<file path="config.mk">
export PLATFORM = sky130hd
export DESIGN_NAME = modular_exponentiation_flat
export DESIGN_NICKNAME = d
export VERILOG_FILES = /design/src/hdl/mexp_pkg.sv /design/src/hdl/mexp_in_if.sv /design/src/hdl/mexp_out_if.sv /design/src/hdl/mexp_ctrl.sv /design/src/hdl/mexp_dpath.sv /design/src/hdl/modular_exponentiation.sv /design/src/flat_wrapper.sv
export SDC_FILE = /design/constraint.sdc
export NUM_CORES = 1
export LEC_CHECK = 0
export ABC_AREA = 1
export BUFFER_PORTS_ARGS = -buffer_cell sky130_fd_sc_hd__buf_2
export CELL_PAD_IN_SITES_DETAIL_PLACEMENT = 0
export CELL_PAD_IN_SITES_GLOBAL_PLACEMENT = 1
export CORE_MARGIN = 2
export CORE_UTILIZATION = 41
export DETAILED_ROUTE_END_ITERATION = 8
export GPL_TIMING_DRIVEN = 0
export HOLD_SLACK_MARGIN = 0.15
export PLACE_DENSITY_LB_ADDON = 0.1
export SLEW_MARGIN = 0
export SYNTH_ARGS = -nofsm -noshare
export SYNTH_HDL_FRONTEND = slang
export SYNTH_SLANG_ARGS = --single-unit
</file>
<file path="constraint.sdc">
create_clock -name clk -period 4.8 [get_ports clk]
set_input_delay 0.48 -clock clk [delete_from_list [all_inputs] [get_ports clk]]
set_output_delay 0.48 -clock clk [all_outputs]
set_load 0.005 [all_outputs]
</file>
<file path="src/hdl/mexp_pkg.sv">
package mexp_pkg;

    localparam int DATA_W        = 32;
    localparam int MOD_WIDTH_DEF = 32;
    localparam int EXP_WIDTH_DEF = 32;
    localparam int CNT_W         = $clog2(DATA_W + 1);

    typedef enum logic [2:0] {
        ST_IDLE,
        ST_RED,
        ST_TEST,
        ST_CHECK,
        ST_MUL,
        ST_SQR,
        ST_FIN
    } state_t;

    typedef struct packed {
        logic load_in;
        logic step;
        logic start_mul;
        logic mul_sq;
        logic wb_acc;
        logic wb_sq;
        logic shift_e;
        logic clr_acc;
        logic load_out;
    } cmd_t;

    typedef struct packed {
        logic cnt_zero;
        logic sq_zero;
        logic e_zero;
        logic e_lsb;
        logic e_hi_zero;
        logic out_free;
    } status_t;

endpackage

</file>
<file path="src/hdl/mexp_in_if.sv">
interface mexp_in_if;

    logic                        valid;
    logic                        ready;
    logic [mexp_pkg::DATA_W-1:0] base;
    logic [mexp_pkg::DATA_W-1:0] exponent;

    modport source (output valid, output base, output exponent, input ready);
    modport sink   (input valid, input base, input exponent, output ready);

endinterface

</file>
<file path="src/hdl/mexp_out_if.sv">
interface mexp_out_if;

    logic                        valid;
    logic                        ready;
    logic [mexp_pkg::DATA_W-1:0] power;

    modport source (output valid, output power, input ready);
    modport sink   (input valid, input power, output ready);

endinterface

</file>
<file path="src/hdl/mexp_ctrl.sv">
module mexp_ctrl (
    input  logic              clk,
    input  logic              rst_n,
    input  logic              in_valid,
    output logic              in_ready,
    input  mexp_pkg::status_t sts,
    output mexp_pkg::cmd_t    cmd
);

    mexp_pkg::state_t state_reg;
    mexp_pkg::state_t state_next;

    always_ff @(posedge clk or negedge rst_n)
    begin
        if (!rst_n)
        begin
            state_reg <= mexp_pkg::ST_IDLE;
        end
        else
        begin
            state_reg <= state_next;
        end
    end

    always_comb
    begin
        state_next = state_reg;
        cmd        = '0;
        in_ready   = 1'b0;
        unique case (state_reg)
            mexp_pkg::ST_IDLE:
            begin
                in_ready = 1'b1;
                if (in_valid)
                begin
                    cmd.load_in = 1'b1;
                    state_next  = mexp_pkg::ST_RED;
                end
            end
            mexp_pkg::ST_RED:
            begin
                if (sts.cnt_zero)
                begin
                    cmd.wb_sq  = 1'b1;
                    state_next = mexp_pkg::ST_TEST;
                end
                else
                begin
                    cmd.step = 1'b1;
                end
            end
            mexp_pkg::ST_TEST:
            begin
                if (sts.sq_zero)
                begin
                    cmd.clr_acc = 1'b1;
                    state_next  = mexp_pkg::ST_FIN;
                end
                else
                begin
                    state_next = mexp_pkg::ST_CHECK;
                end
            end
            mexp_pkg::ST_CHECK:
            begin
                priority if (sts.e_zero)
                begin
                    state_next = mexp_pkg::ST_FIN;
                end
                else if (sts.e_lsb)
                begin
                    cmd.start_mul = 1'b1;
                    state_next    = mexp_pkg::ST_MUL;
                end
                else
                begin
                    cmd.start_mul = 1'b1;
                    cmd.mul_sq    = 1'b1;
                    state_next    = mexp_pkg::ST_SQR;
                end
            end
            mexp_pkg::ST_MUL:
            begin
                if (sts.cnt_zero)
                begin
                    cmd.wb_acc = 1'b1;
                    if (sts.e_hi_zero)
                    begin
                        state_next = mexp_pkg::ST_FIN;
                    end
                    else
                    begin
                        cmd.start_mul = 1'b1;
                        cmd.mul_sq    = 1'b1;
                        state_next    = mexp_pkg::ST_SQR;
                    end
                end
                else
                begin
                    cmd.step = 1'b1;
                end
            end
            mexp_pkg::ST_SQR:
            begin
                if (sts.cnt_zero)
                begin
                    cmd.wb_sq   = 1'b1;
                    cmd.shift_e = 1'b1;
                    state_next  = mexp_pkg::ST_CHECK;
                end
                else
                begin
                    cmd.step = 1'b1;
                end
            end
            mexp_pkg::ST_FIN:
            begin
                if (sts.out_free)
                begin
                    cmd.load_out = 1'b1;
                    state_next   = mexp_pkg::ST_IDLE;
                end
            end
            default:
            begin
                state_next = mexp_pkg::ST_IDLE;
            end
        endcase
    end

`ifndef ASSERT_OFF
    a_mul_needs_exp: assert property (@(posedge clk) disable iff (!rst_n)
        (cmd.start_mul && state_reg == mexp_pkg::ST_CHECK) |-> !sts.e_zero)
        else $error("multiply started with zero exponent");
    a_accept_idle: assert property (@(posedge clk) disable iff (!rst_n)
        cmd.load_in |=> state_reg == mexp_pkg::ST_RED)
        else $error("accepted transaction did not start reduction");
    a_out_free: assert property (@(posedge clk) disable iff (!rst_n)
        cmd.load_out |-> sts.out_free)
        else $error("result loaded into busy output register");
`endif

endmodule

</file>
<file path="src/hdl/mexp_dpath.sv">
module mexp_dpath #(
    parameter int MOD_WIDTH = mexp_pkg::MOD_WIDTH_DEF,
    parameter int EXP_WIDTH = mexp_pkg::EXP_WIDTH_DEF
) (
    input  logic                        clk,
    input  logic                        rst_n,
    input  logic                        wr_en,
    input  logic [mexp_pkg::DATA_W-1:0] wr_data,
    input  logic [mexp_pkg::DATA_W-1:0] base,
    input  logic [mexp_pkg::DATA_W-1:0] exponent,
    input  mexp_pkg::cmd_t              cmd,
    output mexp_pkg::status_t           sts,
    mexp_out_if.source                  result
);

    localparam int DW = mexp_pkg::DATA_W;
    localparam int CW = mexp_pkg::CNT_W;

    logic [MOD_WIDTH-1:0] mod_reg;
    logic [MOD_WIDTH-1:0] m_eff;
    logic [MOD_WIDTH:0]   m_ext;
    logic [EXP_WIDTH-1:0] e_reg;
    logic [MOD_WIDTH-1:0] sq_reg;
    logic [MOD_WIDTH-1:0] acc_reg;
    logic [MOD_WIDTH-1:0] r_reg;
    logic [MOD_WIDTH-1:0] a_reg;
    logic [DW-1:0]        b_reg;
    logic [CW-1:0]        cnt_reg;
    logic                 mul_mode_reg;
    logic                 out_valid_reg;
    logic [DW-1:0]        power_reg;

    logic [MOD_WIDTH:0]   red_sh;
    logic [MOD_WIDTH:0]   red_r;
    logic [MOD_WIDTH:0]   dbl;
    logic [MOD_WIDTH:0]   dbl_r;
    logic [MOD_WIDTH:0]   add;
    logic [MOD_WIDTH:0]   add_r;
    logic [MOD_WIDTH-1:0] step_r;
    logic [MOD_WIDTH-1:0] mul_b;

    assign m_eff = (mod_reg == '0) ? MOD_WIDTH'(1) : mod_reg;
    assign m_ext = {1'b0, m_eff};

    // restoring remainder step for the base
    assign red_sh = {r_reg, b_reg[DW-1]};
    assign red_r  = (red_sh >= m_ext) ? red_sh - m_ext : red_sh;

    // interleaved multiply step: r = 2r + bit*a mod m
    assign dbl   = {r_reg, 1'b0};
    assign dbl_r = (dbl >= m_ext) ? dbl - m_ext : dbl;
    assign add   = dbl_r + (b_reg[DW-1] ? {1'b0, a_reg} : '0);
    assign add_r = (add >= m_ext) ? add - m_ext : add;

    assign step_r = mul_mode_reg ? add_r[MOD_WIDTH-1:0] : red_r[MOD_WIDTH-1:0];
    assign mul_b  = cmd.mul_sq ? sq_reg : acc_reg;

    always_ff @(posedge clk or negedge rst_n)
    begin
        if (!rst_n)
        begin
            mod_reg       <= MOD_WIDTH'(1);
            out_valid_reg <= 1'b0;
        end
        else
        begin
            if (wr_en)
            begin
                mod_reg <= MOD_WIDTH'(wr_data);
            end
            if (cmd.load_out)
            begin
                out_valid_reg <= 1'b1;
            end
            else if (result.ready)
            begin
                out_valid_reg <= 1'b0;
            end
        end
    end

    always_ff @(posedge clk)
    begin
        if (cmd.load_in)
        begin
            e_reg        <= EXP_WIDTH'(exponent);
            b_reg        <= base;
            r_reg        <= '0;
            cnt_reg      <= CW'(DW);
            acc_reg      <= MOD_WIDTH'(1);
            mul_mode_reg <= 1'b0;
        end
        else
        begin
            if (cmd.step)
            begin
                r_reg   <= step_r;
                b_reg   <= b_reg << 1;
                cnt_reg <= cnt_reg - CW'(1);
            end
            if (cmd.wb_sq)
            begin
                sq_reg <= r_reg;
            end
            if (cmd.wb_acc)
            begin
                acc_reg <= r_reg;
            end
            if (cmd.clr_acc)
            begin
                acc_reg <= '0;
            end
            if (cmd.shift_e)
            begin
                e_reg <= e_reg >> 1;
            end
            if (cmd.start_mul)
            begin
                a_reg        <= sq_reg;
                b_reg        <= DW'(mul_b) << (DW - MOD_WIDTH);
                r_reg        <= '0;
                cnt_reg      <= CW'(MOD_WIDTH);
                mul_mode_reg <= 1'b1;
            end
        end
        if (cmd.load_out)
        begin
            power_reg <= DW'(acc_reg);
        end
    end

    assign sts.cnt_zero  = (cnt_reg == '0);
    assign sts.sq_zero   = (sq_reg == '0);
    assign sts.e_zero    = (e_reg == '0);
    assign sts.e_lsb     = e_reg[0];
    assign sts.e_hi_zero = ((e_reg >> 1) == '0);
    assign sts.out_free  = !out_valid_reg || result.ready;

    assign result.valid = out_valid_reg;
    assign result.power = power_reg;

`ifndef ASSERT_OFF
    a_step_count: assert property (@(posedge clk) disable iff (!rst_n)
        cmd.step |-> cnt_reg != '0)
        else $error("step issued with exhausted bit counter");
    a_out_set: assert property (@(posedge clk) disable iff (!rst_n)
        cmd.load_out |=> out_valid_reg)
        else $error("output register not marked valid");
    a_no_overwrite: assert property (@(posedge clk) disable iff (!rst_n)
        (out_valid_reg && !result.ready) |=> $stable(power_reg))
        else $error("pending result overwritten");
`endif

endmodule

</file>
<file path="src/hdl/modular_exponentiation.sv">
// channel  | role   | payload
// operand  | sink   | base[31:0], exponent[31:0]
// result   | source | power[31:0]
// wr_en    | config | wr_data[31:0] -> modulus
//
// base reduction: 32 remainder steps, then a write-back of the reduced base
// each exponent bit passes a check state and up to two modular multiplies (multiply, then square),
// run on the single bit-serial shift-add-reduce multiplier
// one transaction at a time; the next is taken while a result waits in the output register
// rst_n is asynchronous; modulus resets to 1, control and output valid clear
// a stalled result stalls only the final load, never the running computation
module modular_exponentiation #(
    parameter int MOD_WIDTH = mexp_pkg::MOD_WIDTH_DEF,
    parameter int EXP_WIDTH = mexp_pkg::EXP_WIDTH_DEF
) (
    input  logic                        clk,
    input  logic                        rst_n,
    input  logic                        wr_en,
    input  logic [mexp_pkg::DATA_W-1:0] wr_data,
    mexp_in_if.sink                     operand,
    mexp_out_if.source                  result
);

    mexp_pkg::cmd_t    cmd;
    mexp_pkg::status_t sts;
    logic              in_ready;

    assign operand.ready = in_ready;

    mexp_ctrl u_ctrl (
        .clk      (clk),
        .rst_n    (rst_n),
        .in_valid (operand.valid),
        .in_ready (in_ready),
        .sts      (sts),
        .cmd      (cmd)
    );

    mexp_dpath #(
        .MOD_WIDTH (MOD_WIDTH),
        .EXP_WIDTH (EXP_WIDTH)
    ) u_dpath (
        .clk      (clk),
        .rst_n    (rst_n),
        .wr_en    (wr_en),
        .wr_data  (wr_data),
        .base     (operand.base),
        .exponent (operand.exponent),
        .cmd      (cmd),
        .sts      (sts),
        .result   (result)
    );

endmodule

</file>
<file path="src/flat_wrapper.sv">
// flat-port wrapper written by rule: the top's interface ports become plain ports
module modular_exponentiation_flat 
#(
    parameter int MOD_WIDTH = mexp_pkg::MOD_WIDTH_DEF,
    parameter int EXP_WIDTH = mexp_pkg::EXP_WIDTH_DEF
)
  (clk, rst_n, wr_en, wr_data, operand_valid, operand_base, operand_exponent, operand_ready, result_valid, result_power, result_ready);
  mexp_in_if operand_i ();
  mexp_out_if result_i ();
  input  logic clk;
  input  logic rst_n;
  input  logic wr_en;
  input  logic [mexp_pkg::DATA_W-1:0] wr_data;
  input wire logic [$bits(operand_i.valid)-1:0] operand_valid;
  input wire logic [$bits(operand_i.base)-1:0] operand_base;
  input wire logic [$bits(operand_i.exponent)-1:0] operand_exponent;
  output wire logic [$bits(operand_i.ready)-1:0] operand_ready;
  output wire logic [$bits(result_i.valid)-1:0] result_valid;
  output wire logic [$bits(result_i.power)-1:0] result_power;
  input wire logic [$bits(result_i.ready)-1:0] result_ready;
  assign operand_i.valid = operand_valid;
  assign operand_i.base = operand_base;
  assign operand_i.exponent = operand_exponent;
  assign operand_ready = operand_i.ready;
  assign result_valid = result_i.valid;
  assign result_power = result_i.power;
  assign result_i.ready = result_ready;
  modular_exponentiation #(.MOD_WIDTH(MOD_WIDTH), .EXP_WIDTH(EXP_WIDTH)) u_core (.clk(clk), .rst_n(rst_n), .wr_en(wr_en), .wr_data(wr_data), .operand(operand_i), .result(result_i));
endmodule
</file>
# After elaboration in Yosys (flattened, before gate mapping)
# Index checks and enable logic that the tools add are counted.
# word_totals
register_bits	267
output_inout_bits	34
# op_classes
add_sub_neg	5
order_cmp	3
eq_ne	11
mux	45
bitwise	1
n_reduce_logical	18
# ops
operator	count
32-bit 2-to-1 mux	11
32-bit logical NOT	4
33-bit by 32-bit >= comparator with 1-bit output	3
32-bit subtractor	2
33-bit by 32-bit adder with 33-bit output	1
33-bit 2-to-1 mux	1
33-bit by 32-bit subtractor with 33-bit output	1
3-bit 2-to-1 mux	7
3-bit one-hot mux with 7 select lines	1
1-bit 2-to-1 mux	18
2-bit 2-to-1 mux	5
3-bit equality test, second input constant	3
2-bit by 1-bit != test with 1-bit output, second input constant	4
3-bit by 2-bit equality test with 1-bit output, second input constant	2
6-bit logical NOT	1
2-bit nonzero test	3
6-bit by 1-bit subtractor with 6-bit output, second input constant	1
5-bit AND reduction	1
2-bit one-hot mux with 2 select lines	1
2-bit AND reduction	2
2-bit OR reduction	2
3-bit by 1-bit equality test with 1-bit output, second input constant	1
3-bit logical NOT	1
3-bit nonzero test	1
other kinds (6)	6

# Logic depth before layout (Yosys ltp)
# depth
ltp_word	8
ltp_mapped	45

# Cells and area by module
# From an unflattened synthesis, not the netlist that was laid out.
# hier_totals
hier_cells	2678
hier_area_um2	19100.8
# by_module_without_submodules
mod	n_inst	cells_each	area_each_um2	seq_area_each_um2
mexp_dpath	1	2618	18729.2	7053.0
mexp_ctrl	1	60	371.6	75.1

# Least setup slack after synthesis
# Ideal clock, no wire load.
# synth_path
path_kind	reg-to-reg
start	register u_core.u_dpath.mod_reg[26]
end	register u_core.u_dpath.r_reg[19]
setup_time_ns	0.122
t_arrival_ns	5.131
required_time_ns	4.678
slack_ns	-0.453
stages_incl_launch_ff	42
synth_period_minus_slack_ns	5.253
cell_sequence	dfrtp_1 -> inv_1 -> ha_1 -> buf_2 -> nand2_1 -> inv_2 -> nand2_1 -> nor2_1 -> nand2_2 -> inv_1 -> nand2_1 -> nand2_1 -> nor2_2 -> buf_2 -> or2_2 -> o21ai_0 -> inv_1 -> fa_1 -> (+6 left out) -> nand2_1 -> nand2_1 -> a21boi_0 -> xor2_1 -> inv_1 -> ha_1 -> a21o_1 -> nand2_1 -> nand2_1 -> nand2_1 -> nand3_1 -> a21oi_1 -> nand2_1 -> nand2_1 -> clkbuf_1 -> nand3_1 -> nand3_1 -> a21oi_2
# synth_between
elab_chain_cells	8
word_cells_on_any_way	13
# synth_lines
item	line_no	source
from (decl)	mexp_dpath.sv:19	logic [MOD_WIDTH-1:0] mod_reg;
from (signal assigned)	mexp_dpath.sv:69	mod_reg <= MOD_WIDTH'(wr_data);
32-bit logical NOT	mexp_dpath.sv:42	assign m_eff = (mod_reg == '0) ? MOD_WIDTH'(1) : mod_reg;
32-bit 2-to-1 mux *	mexp_dpath.sv:42	
33-bit by 32-bit subtractor with 33-bit output / 33-bit by 32-bit >= comparator with 1-bit output (equally long branches)	mexp_dpath.sv:51	assign dbl_r = (dbl >= m_ext) ? dbl - m_ext : dbl;
33-bit 2-to-1 mux	mexp_dpath.sv:51	
33-bit by 32-bit adder with 33-bit output	mexp_dpath.sv:52	assign add = dbl_r + (b_reg[DW-1] ? {1'b0, a_reg} : '0);
32-bit subtractor / 33-bit by 32-bit >= comparator with 1-bit output (equally long branches)	mexp_dpath.sv:53	assign add_r = (add >= m_ext) ? add - m_ext : add;
32-bit 2-to-1 mux	mexp_dpath.sv:53	
32-bit 2-to-1 mux *	mexp_dpath.sv:55	assign step_r = mul_mode_reg ? add_r[MOD_WIDTH-1:0] : red_r[MOD_WIDTH-1:0];
to (signal assigned)	mexp_dpath.sv:97	r_reg <= step_r;
to (decl)	mexp_dpath.sv:25	logic [MOD_WIDTH-1:0] r_reg;
# Mark *: on every way between the ends. The rest lies on a longest branch, timed or not.
# A chain may end at the register's enable or synchronous reset.

# Worst setup path in the final report
# layout_path
start	register u_core.u_dpath.mod_reg[0]
end	register u_core.u_dpath.r_reg[4]
# The elaborated chain is that of the path after synthesis.

==> metrics.md <==
| Metric | Value |
|---|---|
| EDFF count, synth | 160 |
| Startpoint types | flip-flop |
| Flip-flop and latch count after synthesis | 267 |
| Post-Syn Area | between 15000 and 20000 µm² |
| Die area | 48420 µm² |
| Residual DRC | 0 |
| IO buf count | 133 |
| Worst setup margin | -1.033 ns |
| CTS Sinks | between 200 and 300 |
| Remaining global-route overflow | 0 |
| Worst Min Path Start | wr_data[14] |
| CTS tree | built |
| Total Wirelength | 78.37 mm |
| Pre-antenna DRT Iters | 5 |
| Period minus WS final | around 5.8 ns |
| Least-Margin Pin Slew | 0.9874 ns |
| Worst skew pair latency | 0.55 ns |
| Fin. Hold Viols | 0 |
| Final net count | 3148 |
| Max Cap Viol | 0 |
| Area leader, netlist | edfxtp_1 |
| Initial antenna violation count | 3 |
| Largest net degree at the start of global routing | 42 |
| Worst endpoint required time | about 5.3 ns |
| Top cells by count, synth | nand2_1, inv_1, o21ai_0 |
| RSZ-0062 raised after global routing | yes |
| Share of layout cells above drive strength 1 | 28.52% |
| Ys Warns | 0 |
| Cells after Synth | 2653 |
| Netlist cell types | 57 |
| Seq/Total Area, Yosys | 37.25% |
| Row cnt | 79 |
| Cell mode on critical path | nand2_2 |
| Mapped Avg Cell Area | 7.213 µm² |
| Main synth FF type | edfxtp_1 |
| Via-to-Cell Ratio | 5.433 |
| CP max stage cell | dfstp_2 |
| H-tree levels | 2 |
| Max Slew Vio Count | 0 |
| CP max FO | 7 |
| All-Layer GR Usage | roughly a third |
| Count leader, synth | nand2_1 |
| Setup Skew | ~0.017 ns |
| Post-DRT Antenna Nets | 0 |
| Crit Path Class | reg2reg |
| Fill count | 4537 |
| Worst R2R Start | u_core.u_dpath.mod_reg[0] |
| DR vias | 19440 |
| Final worst-path cycle share | 121.5% |
| Die height | 220.0 µm |
| Initial Util | 41.28% |
| Mapped Nets | 2857 |
| Vias in the first global route | 17960 |
| Post-synth top area share | 25.11% |
| Ys async rst share | 13.48% |
| Utilization after layout | 54.92% |
| Critical Path Max Stage Delay | ~0.58 ns |
| Placed Instances | around 3400 |
| Setup crit start | u_core.u_dpath.mod_reg[0] |
| Core area | 46360 µm² |
| Final setup violation count | 32 |
| Hold Slack | 0.1721 ns |
| Fmax | 171.4 MHz |
| Area of the multi-input gates | 12690 µm² |
| Failing checks | setup timing |
| Largest cells by area after synthesis | edfxtp_1, nand2_1, dfxtp_1 |
| Setup TNS | -32.00 ns |
| Flip-flop and latch area | 7163 µm² |
| Gpl congestion | ~1.0 |
| CP endpoint kind | flip-flop |
| Num CTS Buffers | 34 |
| Arrival @ worst endpoint | 6.30 ns |
| Area grow syn2layout | 33.06% |
| Worst relative slew slack | 34.01% |
| Worst-path clk slew | about 0.05 ns |
| Dpl hpwl | 63.10 mm |
| Status | finished with violations |
| Root Driver | clkbuf_16 |
| IO Count | 135 |
| First-pass GRT wire length | 111.6 mm |
| Hold WC Path Type | in2reg |
| DR WL/cell | 21.90 µm |
| Starting DRT DRC Count | 1859 |
| Die Span X | between 200 and 250 µm |
| Final Non-Filler Cells | 3578 |
| Maximum root-to-sink buffer count | 3 |
path summary, 6_finish.rpt:
path / slack, ns / to / depth (start not counted)
hold / removal: 0.17 / u_core.u_dpath.mod_reg[14] / 3
min in group asynchronous: 0.63 / u_core.u_dpath.mod_reg[17] / 2
max in group asynchronous: 3.49 / u_core.u_dpath.mod_reg[1] / 2
setup reg to reg: -1.03 / u_core.u_dpath.r_reg[4] / 40
hold reg to reg: 0.45 / u_core.u_dpath.result.power[29] / 0
setup / recovery: -1.03 / u_core.u_dpath.r_reg[4] / 40
metrics by stage:
step,setup slack [ns],instance area (µm²)
global placement,-2.513,20930
global route,-1.241,25460
CTS,-1.029,23930
floorplan,-0.08352,19500
detailed placement,-2.515,20960
finish,-1.033,25460
cell families (layout without fill, tap and decap cells):
group,after synthesis,after routing,synth area share (%)
AND/OR/NAND/NOR,1148,1148,25.04
AO/OA/AOI/OAI,582,582,16.87
buffers and inverters,453,770,9.363
flip-flops,267,267,37.25
adder cells (fa/ha/maj),103,103,6.892
XOR/XNOR,99,99,4.531
multiplexers,1,1,0.05884
other,0,1,0
cell usage in the layout, fill, tap and decap left out, drive strengths merged, types with 35 or more instances in the layout:
master,Yosys,routed
nand3,122,122
buf,33,272
clkbuf,60,105
a21oi,232,232
dfrtp,35,35
xor2,83,83
ha,99,99
inv,357,356
dfxtp,71,71
edfxtp,160,160
nand2,739,739
nor2,210,210
o21ai,247,247
o211ai,48,48
metal layers:
layer	global-route usage [%]	part of all wire, %	routed length (µm)	vias up
li1	-	-	-	9340
met1	45.01	46	36170	9341
met2	47.22	43	33410	643
met3	7.453	7.8	6128	113
met4	9.463	3.4	2648	2
met5	0	0.015	12	-
cell type report:
cell class	instances	share of cell area, %
Multi-Input combinational cell	1933	49.84
Sequential cell	267	28.13
Timing Repair Buffer	255	7.130
Inverter	360	5.371
Clock buffer	46	3.725
Tap cell	607	2.983
Buffer	93	2.236
Clock inverter	16	0.5749
Antenna cell	1	0.009828
critical path: cells and delay by family, from the launching register on:
kind / cells / cell delay, ns
simple gates: 22 / 2.06
xor+xnor: 2 / 0.50
flops: 1 / 0.58
buf+inv: 6 / 0.74
compound gates: 7 / 0.87
fa+ha+maj: 3 / 0.97
repair_timing:
action                     in CTS  in global routing
cloned                          2                  4
pin swaps                      83                137
hold buffers                   17                  0
gates resized for setup       304                269
setup buffers                  54                 45
setup endpoints to repair      32                 32
hold endpoints to repair       51                  0
Power is not shown: default switching activity piles up to over one toggle a cycle in this logic, so the estimate is an artifact.
